### config.mk
export PLATFORM = sky130hd
export DESIGN_NAME = pid_position_step_integral_zone_top_flat
export DESIGN_NICKNAME = d
export VERILOG_FILES = /design/src/hdl/pidz_pkg.sv /design/src/hdl/pidz_sample_if.sv /design/src/hdl/pidz_result_if.sv /design/src/hdl/pidz_cfg_if.sv /design/src/hdl/pidz_regs.sv /design/src/hdl/pid_position_step_integral_zone_top.sv /design/src/flat_wrapper.sv
export SDC_FILE = /design/constraint.sdc
export NUM_CORES = 2
export LEC_CHECK = 0
export ABC_AREA = 1
export BUFFER_PORTS_ARGS = -buffer_cell sky130_fd_sc_hd__clkbuf_2
export CAP_MARGIN = 20
export CELL_PAD_IN_SITES_DETAIL_PLACEMENT = 0
export CELL_PAD_IN_SITES_GLOBAL_PLACEMENT = 2
export CORE_MARGIN = 5
export CORE_UTILIZATION = 41
export CTS_CLUSTER_SIZE = 14
export DETAILED_ROUTE_END_ITERATION = 10
export PLACE_DENSITY_LB_ADDON = 0.1
export REMOVE_ABC_BUFFERS = 1
export SYNTH_ARGS = -nofsm -noshare
export SYNTH_HDL_FRONTEND = slang
export SYNTH_HIERARCHICAL = 1
export SYNTH_SLANG_ARGS = --single-unit
### constraint.sdc
create_clock -name clk -period 13.2 [get_ports clk]
set_input_delay 1.32 -clock clk [delete_from_list [all_inputs] [get_ports clk]]
set_output_delay 1.32 -clock clk [all_outputs]
set_load 0.02 [all_outputs]
### src/hdl/pidz_pkg.sv
// ----------------------------------------------------------------------------
// pidz_pkg
// Widths, register indexes, reset values and the configuration bundle of the
// position PID with integral zone.
// ----------------------------------------------------------------------------
package pidz_pkg;

  localparam int POS_W    = 24;           // measured and target position
  localparam int ERR_W    = POS_W + 1;    // target minus position, exact
  localparam int DER_W    = ERR_W + 1;    // error minus previous error
  localparam int INT_W    = 22;           // integral accumulator
  localparam int GAIN_W   = 16;
  localparam int FRAC_W   = 8;            // Q8.8 gains
  localparam int OLIM_W   = 7;
  localparam int ILIM_W   = 20;
  localparam int ZONE_W   = 16;
  localparam int DRIVE_W  = 8;

  localparam int PROD_P_W = GAIN_W + 1 + ERR_W;
  localparam int PROD_I_W = GAIN_W + 1 + INT_W;
  localparam int PROD_D_W = GAIN_W + 1 + DER_W;
  localparam int ACC_W    = PROD_D_W + 1;
  localparam int SHR_W    = ACC_W - FRAC_W;

  localparam int CFG_IDX_W  = 3;
  localparam int CFG_DATA_W = POS_W;

  // register indexes
  localparam logic [CFG_IDX_W-1:0] REG_GAIN_P     = 3'd0;
  localparam logic [CFG_IDX_W-1:0] REG_GAIN_I     = 3'd1;
  localparam logic [CFG_IDX_W-1:0] REG_GAIN_D     = 3'd2;
  localparam logic [CFG_IDX_W-1:0] REG_OUT_LIMIT  = 3'd3;
  localparam logic [CFG_IDX_W-1:0] REG_INT_LIMIT  = 3'd4;
  localparam logic [CFG_IDX_W-1:0] REG_ZONE       = 3'd5;
  localparam logic [CFG_IDX_W-1:0] REG_EXIT_THR   = 3'd6;
  localparam logic [CFG_IDX_W-1:0] REG_TARGET     = 3'd7;

  // reset values
  localparam logic [GAIN_W-1:0] GAIN_P_RST    = 16'd346;
  localparam logic [GAIN_W-1:0] GAIN_I_RST    = 16'd0;
  localparam logic [GAIN_W-1:0] GAIN_D_RST    = 16'd56;
  localparam logic [OLIM_W-1:0] OUT_LIMIT_RST = 7'd127;
  localparam logic [ILIM_W-1:0] INT_LIMIT_RST = 20'hFFFFF;
  localparam logic [ZONE_W-1:0] ZONE_RST      = 16'd15;
  localparam logic [ZONE_W-1:0] EXIT_THR_RST  = 16'd0;
  localparam logic [POS_W-1:0]  TARGET_RST    = 24'd0;

  typedef struct packed {
    logic [GAIN_W-1:0]       gain_p;
    logic [GAIN_W-1:0]       gain_i;
    logic [GAIN_W-1:0]       gain_d;
    logic [OLIM_W-1:0]       output_limit;
    logic [ILIM_W-1:0]       integral_limit;
    logic [ZONE_W-1:0]       integ_zone;
    logic [ZONE_W-1:0]       exit_threshold;
    logic signed [POS_W-1:0] target_position;
  } cfg_t;

endpackage

### src/hdl/pidz_sample_if.sv
// ----------------------------------------------------------------------------
// pidz_sample_if
// Position sample channel.
// ----------------------------------------------------------------------------
interface pidz_sample_if;
  logic                             valid;
  logic                             ready;
  logic signed [pidz_pkg::POS_W-1:0] position;

  modport source (output valid, output position, input ready);
  modport sink (input valid, input position, output ready);
endinterface

### src/hdl/pidz_result_if.sv
// ----------------------------------------------------------------------------
// pidz_result_if
// Drive result channel.
// ----------------------------------------------------------------------------
interface pidz_result_if;
  logic                               valid;
  logic                               ready;
  logic signed [pidz_pkg::DRIVE_W-1:0] drive;
  logic                               at_target;
  logic signed [pidz_pkg::ERR_W-1:0]   error_value;

  modport source (output valid, output drive, output at_target, output error_value,
                  input ready);
  modport sink (input valid, input drive, input at_target, input error_value,
                output ready);
endinterface

### src/hdl/pidz_cfg_if.sv
// ----------------------------------------------------------------------------
// pidz_cfg_if
// Register write channel.
// ----------------------------------------------------------------------------
interface pidz_cfg_if;
  logic                               valid;
  logic                               ready;
  logic [pidz_pkg::CFG_IDX_W-1:0]     index;
  logic [pidz_pkg::CFG_DATA_W-1:0]    data;

  modport source (output valid, output index, output data, input ready);
  modport sink (input valid, input index, input data, output ready);
endinterface

### src/hdl/pidz_regs.sv
// ----------------------------------------------------------------------------
// pidz_regs
// Configuration register file; takes one write word per cycle.
// ----------------------------------------------------------------------------
module pidz_regs (
  input  logic               clk,
  input  logic               rst,
  pidz_cfg_if.sink           cfg,
  output pidz_pkg::cfg_t     regs
);

  assign cfg.ready = 1'b1;

  always_ff @(posedge clk) begin
    if (rst) begin
      regs.gain_p          <= pidz_pkg::GAIN_P_RST;
      regs.gain_i          <= pidz_pkg::GAIN_I_RST;
      regs.gain_d          <= pidz_pkg::GAIN_D_RST;
      regs.output_limit    <= pidz_pkg::OUT_LIMIT_RST;
      regs.integral_limit  <= pidz_pkg::INT_LIMIT_RST;
      regs.integ_zone      <= pidz_pkg::ZONE_RST;
      regs.exit_threshold  <= pidz_pkg::EXIT_THR_RST;
      regs.target_position <= pidz_pkg::TARGET_RST;
    end else if (cfg.valid) begin
      unique case (cfg.index)
        pidz_pkg::REG_GAIN_P:    regs.gain_p <= cfg.data[pidz_pkg::GAIN_W-1:0];
        pidz_pkg::REG_GAIN_I:    regs.gain_i <= cfg.data[pidz_pkg::GAIN_W-1:0];
        pidz_pkg::REG_GAIN_D:    regs.gain_d <= cfg.data[pidz_pkg::GAIN_W-1:0];
        pidz_pkg::REG_OUT_LIMIT: regs.output_limit <= cfg.data[pidz_pkg::OLIM_W-1:0];
        pidz_pkg::REG_INT_LIMIT: regs.integral_limit <= cfg.data[pidz_pkg::ILIM_W-1:0];
        pidz_pkg::REG_ZONE:      regs.integ_zone <= cfg.data[pidz_pkg::ZONE_W-1:0];
        pidz_pkg::REG_EXIT_THR:  regs.exit_threshold <= cfg.data[pidz_pkg::ZONE_W-1:0];
        pidz_pkg::REG_TARGET:    regs.target_position <= cfg.data[pidz_pkg::POS_W-1:0];
      endcase
    end
  end

endmodule

### src/hdl/pid_position_step_integral_zone_top.sv
// ----------------------------------------------------------------------------
// pid_position_step_integral_zone_top
// Position PID step with an integral zone: error, zoned and clamped integral,
// derivative, Q8.8 weighted sum, floor shift and saturated drive.
// ----------------------------------------------------------------------------
//
//   channel  dir   handshake      payload
//   cfg      in    valid/ready    index[2:0], data[23:0]
//   sample   in    valid/ready    position[23:0]
//   result   out   valid/ready    drive[7:0], at_target, error_value[24:0]
//
// one sample per cycle while the result side does not stall; a sample passes
// through the sample register, product register and result register
// the integral and previous error update as a word leaves the sample register,
// so the recurrence closes inside that stage
// a stalled result holds back one stage at a time; the stages in front keep
// filling, so sample.ready stays high until all three registers are full
// rst clears valids, integral and previous error, and loads the config registers with their reset values
module pid_position_step_integral_zone_top (
  input  logic          clk,
  input  logic          rst,
  pidz_cfg_if.sink      cfg,
  pidz_sample_if.sink   sample,
  pidz_result_if.source result
);

  pidz_pkg::cfg_t regs;

  pidz_regs u_regs (
    .clk  (clk),
    .rst  (rst),
    .cfg  (cfg),
    .regs (regs)
  );

  // stage occupancy and advance enables
  logic s_valid, p_valid, r_valid;
  logic r_free, p_free, s_free;

  assign r_free       = !r_valid || result.ready;
  assign p_free       = !p_valid || r_free;
  assign s_free       = !s_valid || p_free;
  assign sample.ready = s_free;

  // sample register
  logic signed [pidz_pkg::POS_W-1:0] position;

  always_ff @(posedge clk) begin
    if (rst) begin
      s_valid <= 1'b0;
    end else if (s_free) begin
      s_valid <= sample.valid;
    end
  end

  always_ff @(posedge clk) begin
    if (s_free && sample.valid) begin
      position <= sample.position;
    end
  end

  // error, integral, derivative, products
  logic signed [pidz_pkg::ERR_W-1:0]    err;
  logic        [pidz_pkg::ERR_W-1:0]    mag;
  logic                                 in_zone;
  logic                                 reached;
  logic signed [pidz_pkg::INT_W-1:0]    integral;
  logic signed [pidz_pkg::INT_W-1:0]    integral_sum;
  logic signed [pidz_pkg::INT_W-1:0]    integral_lim;
  logic signed [pidz_pkg::INT_W-1:0]    integral_next;
  logic signed [pidz_pkg::ERR_W-1:0]    previous_error;
  logic signed [pidz_pkg::DER_W-1:0]    deriv;
  logic signed [pidz_pkg::PROD_P_W-1:0] prod_p_next;
  logic signed [pidz_pkg::PROD_I_W-1:0] prod_i_next;
  logic signed [pidz_pkg::PROD_D_W-1:0] prod_d_next;

  assign err = pidz_pkg::ERR_W'(regs.target_position) - pidz_pkg::ERR_W'(position);
  assign mag = err[pidz_pkg::ERR_W-1] ? pidz_pkg::ERR_W'(-err) : pidz_pkg::ERR_W'(err);

  assign in_zone = (err != '0) &&
                   (mag < pidz_pkg::ERR_W'(regs.integ_zone));
  assign reached = mag <= pidz_pkg::ERR_W'(regs.exit_threshold);

  // inside the zone the error magnitude is below the zone register, so it fits the integral width
  assign integral_sum = integral + err[pidz_pkg::INT_W-1:0];
  assign integral_lim = $signed(pidz_pkg::INT_W'(regs.integral_limit));

  always_comb begin
    if (!in_zone) begin
      integral_next = '0;
    end else if (integral_sum > integral_lim) begin
      integral_next = integral_lim;
    end else if (integral_sum < -integral_lim) begin
      integral_next = -integral_lim;
    end else begin
      integral_next = integral_sum;
    end
  end

  assign deriv = pidz_pkg::DER_W'(err) - pidz_pkg::DER_W'(previous_error);

  assign prod_p_next = pidz_pkg::PROD_P_W'($signed({1'b0, regs.gain_p})) *
                       pidz_pkg::PROD_P_W'(err);
  assign prod_i_next = pidz_pkg::PROD_I_W'($signed({1'b0, regs.gain_i})) *
                       pidz_pkg::PROD_I_W'(integral_next);
  assign prod_d_next = pidz_pkg::PROD_D_W'($signed({1'b0, regs.gain_d})) *
                       pidz_pkg::PROD_D_W'(deriv);

  always_ff @(posedge clk) begin
    if (rst) begin
      integral       <= '0;
      previous_error <= '0;
    end else if (s_valid && p_free) begin
      integral       <= integral_next;
      previous_error <= err;
    end
  end

  // product register
  logic signed [pidz_pkg::PROD_P_W-1:0] prod_p;
  logic signed [pidz_pkg::PROD_I_W-1:0] prod_i;
  logic signed [pidz_pkg::PROD_D_W-1:0] prod_d;
  logic signed [pidz_pkg::ERR_W-1:0]    p_err;
  logic                                 p_reached;

  always_ff @(posedge clk) begin
    if (rst) begin
      p_valid <= 1'b0;
    end else if (p_free) begin
      p_valid <= s_valid;
    end
  end

  always_ff @(posedge clk) begin
    if (s_valid && p_free) begin
      prod_p    <= prod_p_next;
      prod_i    <= prod_i_next;
      prod_d    <= prod_d_next;
      p_err     <= err;
      p_reached <= reached;
    end
  end

  // weighted sum, floor shift, saturation
  logic signed [pidz_pkg::ACC_W-1:0]   acc;
  logic signed [pidz_pkg::SHR_W-1:0]   shifted;
  logic signed [pidz_pkg::SHR_W-1:0]   out_lim;
  logic signed [pidz_pkg::SHR_W-1:0]   clamped;
  logic signed [pidz_pkg::DRIVE_W-1:0] drive_next;

  assign acc = pidz_pkg::ACC_W'(prod_p) + pidz_pkg::ACC_W'(prod_i) +
               pidz_pkg::ACC_W'(prod_d);
  assign shifted = acc[pidz_pkg::ACC_W-1:pidz_pkg::FRAC_W];
  assign out_lim = $signed(pidz_pkg::SHR_W'(regs.output_limit));

  always_comb begin
    if (shifted > out_lim) begin
      clamped = out_lim;
    end else if (shifted < -out_lim) begin
      clamped = -out_lim;
    end else begin
      clamped = shifted;
    end
  end

  assign drive_next = p_reached ? '0 : clamped[pidz_pkg::DRIVE_W-1:0];

  // result register
  always_ff @(posedge clk) begin
    if (rst) begin
      r_valid <= 1'b0;
    end else if (r_free) begin
      r_valid <= p_valid;
    end
  end

  always_ff @(posedge clk) begin
    if (p_valid && r_free) begin
      result.drive       <= drive_next;
      result.at_target   <= p_reached;
      result.error_value <= p_err;
    end
  end

  assign result.valid = r_valid;

endmodule
### src/flat_wrapper.sv
// flat-port wrapper written by rule: the top's interface ports become plain ports
module pid_position_step_integral_zone_top_flat 
  (clk, rst, cfg_valid, cfg_index, cfg_data, cfg_ready, sample_valid, sample_position, sample_ready, result_valid, result_drive, result_at_target, result_error_value, result_ready);
  pidz_cfg_if cfg_i ();
  pidz_sample_if sample_i ();
  pidz_result_if result_i ();
  input  logic clk;
  input  logic rst;
  input wire logic [$bits(cfg_i.valid)-1:0] cfg_valid;
  input wire logic [$bits(cfg_i.index)-1:0] cfg_index;
  input wire logic [$bits(cfg_i.data)-1:0] cfg_data;
  output wire logic [$bits(cfg_i.ready)-1:0] cfg_ready;
  input wire logic [$bits(sample_i.valid)-1:0] sample_valid;
  input wire logic [$bits(sample_i.position)-1:0] sample_position;
  output wire logic [$bits(sample_i.ready)-1:0] sample_ready;
  output wire logic [$bits(result_i.valid)-1:0] result_valid;
  output wire logic [$bits(result_i.drive)-1:0] result_drive;
  output wire logic [$bits(result_i.at_target)-1:0] result_at_target;
  output wire logic [$bits(result_i.error_value)-1:0] result_error_value;
  input wire logic [$bits(result_i.ready)-1:0] result_ready;
  assign cfg_i.valid = cfg_valid;
  assign cfg_i.index = cfg_index;
  assign cfg_i.data = cfg_data;
  assign cfg_ready = cfg_i.ready;
  assign sample_i.valid = sample_valid;
  assign sample_i.position = sample_position;
  assign sample_ready = sample_i.ready;
  assign result_valid = result_i.valid;
  assign result_drive = result_i.drive;
  assign result_at_target = result_i.at_target;
  assign result_error_value = result_i.error_value;
  assign result_i.ready = result_ready;
  pid_position_step_integral_zone_top u_core (.clk(clk), .rst(rst), .cfg(cfg_i), .sample(sample_i), .result(result_i));
endmodule
==> results by group <==
Drt
  – Vias: 53,220
  – DRT Wirelength: 232,400 um
  – Vias/cell: 5.058
  – Routed Antenna Nets: 0
  – DR WL/cell: 22.09 um
  – First drt pass iteration count: 5
  – Initial DRC count: 3,533
  – DRC: 0

Setup path
  – R2R cell count: 59
  – Crit-path max cell delay: 0.53 ns
  – Endpoint of the worst register-to-register path: u_core/prod_i[38]
  – Worst reg2reg path startpoint: u_core/u_regs/regs[0]
  – Cell mode on critical path: nand2_1
  – CP Max Fanout: 17
  – CP Launch Type: flip-flop
  – WS Path Type: flip-flop to flip-flop
  – Critical Path End Type: flip-flop
  – Crit path DAT: 12.49 ns
  – Slack of the worst reg-to-reg path: 1.10 ns
  – Worst Path Required: 13.59 ns
  – Critical path's slowest cell: fa_1

Timing
  – Final setup fails: 0
  – Slew margin rel.: 28.81%
  – RSZ-0062 raised after global routing: no
  – Final Slew Violations: 0
  – Final hold vios: 0
  – Setup TNS: 0 ns
  – Max Fclk: 82.61 MHz
  – Tmin final: 12.10 ns
  – Final worst-path cycle share: 91.70%
  – Skew final: 0.07081 ns
  – Worst-margin pin slew: 1.068 ns
  – Final Worst Setup Slack: 1.095 ns

Yosys
  – Post-synthesis compound-gate area fraction: 5.664%
  – Top cell type by total area after synthesis: fa_1
  – Largest family of logic cells by synthesized area: adder cells
  – Yosys reg bits: 389
  – Cell variety after synth: 58
  – Netlist Area Pre-Place: 67,860 um^2
  – EDFF count, synth: 208
  – Most frequent cell after synthesis: inv_1
  – Cells after Synth: 8,284
  – Adder-cell share of the synthesized area: 44.95%
  – Top FF cell, synth: edfxtp_1
  – Synth Area in Simple Gates: 19.69%
  – Average cell area after synthesis: 8.192 um^2
  – Synth Warn #: 6
  – Share of the synthesized area in the top cell type: 35.11%
  – Dominant cells by area after synthesis: fa_1, inv_1, ha_1
  – Mux cell area share after synthesis: 0%
  – Synth Area in XOR/XNOR: 2.749%
  – Top cells by count, synth: inv_1, nand2_1, fa_1
  – Sequential fraction of the synthesis area: 14.54%
  – Post-synth ARST share: 0%

Global route
  – Initial antenna violation count: 9
  – Vias in the first global route: 55,710
  – Largest net degree at the start of global routing: 130
  – GRT overflow: 0
  – GRT Overall Usage: 26.90%
  – First-pass GRT wire length: 352,600 um

Clock network
  – CTS max path bufs: 3
  – Sink Count: 389
  – Worst-Skew Late Latency: 0.71 ns
  – H-tree levels: 2
  – Clock transition at path regs: 0.06 ns
  – CTS Root Buffer Type: clkbuf_16
  – CTS Buf Count: 52
  – CTS tree: built

Placement
  – Hpwl dp: 192,600 um
  – Worst slack, placed: 0.9989 ns
  – PortBufs: 91
  – GP Congestion: 0.9064

Floorplan
  – Initial Util: 41.18%
  – Die Wd: 416.8 um
  – Die Footprint: 173,800 um^2
  – Core region area: 164,800 um^2
  – Die Ht: 416.8 um
  – Core Rows: 149
  – Ports: 93

Status
  – Status: finished clean

Worst hold path
  – Worst hold path depth: 0
  – Worst Hold Class: flip-flop to flip-flop
  – Hold_sp: u_core/p_err[9]
  – Hold Crit Endpoint: u_core/result.error_value[9]

Final layout
  – Layout cells sized above 1: 6.627%
  – Number of fill cells: 16,970
  – Nets: 10,070
  – Area growth syn-to-layout: 6.931%
  – Core Util, Final: 44.03%

Flow run
  – Max-cap check violation count: 0
-- per-stage QoR --
step | hold slack [ns] | std cells | instance area [um^2]
after floorplan | 0.4003 | 8037 | 66690
after global placement | 0.4010 | 10420 | 70720
after detailed placement | 0.4045 | 10420 | 70720
after CTS | 0.4129 | 10520 | 72530
after global routing | 0.4231 | 10520 | 72560
final | 0.4108 | 10520 | 72560
-- flip-flops by register name (all words and copies together) (netlist names), 8 cells and up --
signal and flops:
u_core/previous_error 25, u_core/u_regs/regs 131, u_core/prod_p 42, u_core/integral 22, u_core/prod_d 43, u_core/position 24
u_core/p_err 25, u_core/prod_i 39, u_core/result.drive 8, u_core/result.error_value 25
-- logic make-up (layout without fill, tap and decap cells) --
kind of cell | after synthesis | count (layout)
AOI/OAI and AO/OA | 696 | 696
xor gates and xnor gates | 213 | 213
adders and majority gates | 1724 | 1724
buffers and inverters | 2175 | 2220
DFF | 389 | 389
other | 1 | 3
and+or+nand+nor | 3086 | 3086
-- area by class of cell --
| cell class | instances | area (um^2) | area share [%] |
|---|---|---|---|
| Timing Repair Buffer | 194 | 1254 | 1.728 |
| Sequential cell | 389 | 9871 | 13.60 |
| Clock inverter | 24 | 302.8 | 0.4173 |
| Clock buffer | 74 | 1506 | 2.076 |
| Inverter | 1928 | 7249 | 9.990 |
| Multi-Input combinational cell | 5720 | 49640 | 68.40 |
| Tap cell | 2189 | 2739 | 3.774 |
| Antenna cell | 2 | 5.005 | 0.006897 |
-- worst max path at each step --
stage                          startpoint                 to  slack, ns  depth (start not counted)
floorplan              u_core/position[0]  u_core/prod_i[37]       2.20                         46
global route        u_core/u_regs/regs[0]  u_core/prod_i[38]       0.13                         59
global placement    u_core/u_regs/regs[0]  u_core/prod_i[38]       1.17                         57
CTS                 u_core/u_regs/regs[0]  u_core/prod_i[38]       0.87                         57
detailed placement  u_core/u_regs/regs[0]  u_core/prod_i[38]        1.0                         57
finish              u_core/u_regs/regs[0]  u_core/prod_i[38]       1.10                         59
-- layout by cell type, fill, tap and decap left out, drive strengths merged, types with 166 or more instances in the layout --
| cell type | n |
|---|---|
| fa | 1190 |
| nand2 | 1441 |
| o21ai | 195 |
| edfxtp | 208 |
| nor2 | 948 |
| inv | 1922 |
| dfxtp | 181 |
| a21oi | 357 |
| clkbuf | 166 |
| ha | 534 |
| nand3 | 313 |
| or2 | 217 |
-- worst max-delay path: cells and delay by family (launching register included) --
family                   cells  cell delay, ns
AND/OR/NAND/NOR             31            4.10
flip-flops                   1            0.34
AO/OA/AOI/OAI                8            1.68
adder cells (fa/ha/maj)     11            4.70
buffers and inverters        7            0.50
XOR/XNOR                     2            0.46
-- what timing repair did --
| item | in CTS | in global routing |
|---|---|---|
| hold buffers | 0 | 0 |
| endpoints found under the hold margin | 0 | 0 |
| buffers inserted | 0 | 1 |
| setup endpoints to repair | 0 | 2 |
| gates resized for setup | 0 | 1 |
-- routing by layer --
metal	vias to the layer above	wire length [um]	track usage [%]
met5	-	0	0
met4	0	5697	5.583
met3	234	11610	3.082
met2	1280	111000	45.69
met1	26720	104000	37.27
li1	24980	-	-
Power is not shown: default switching activity piles up to over one toggle a cycle in this logic, so the estimate is an artifact.
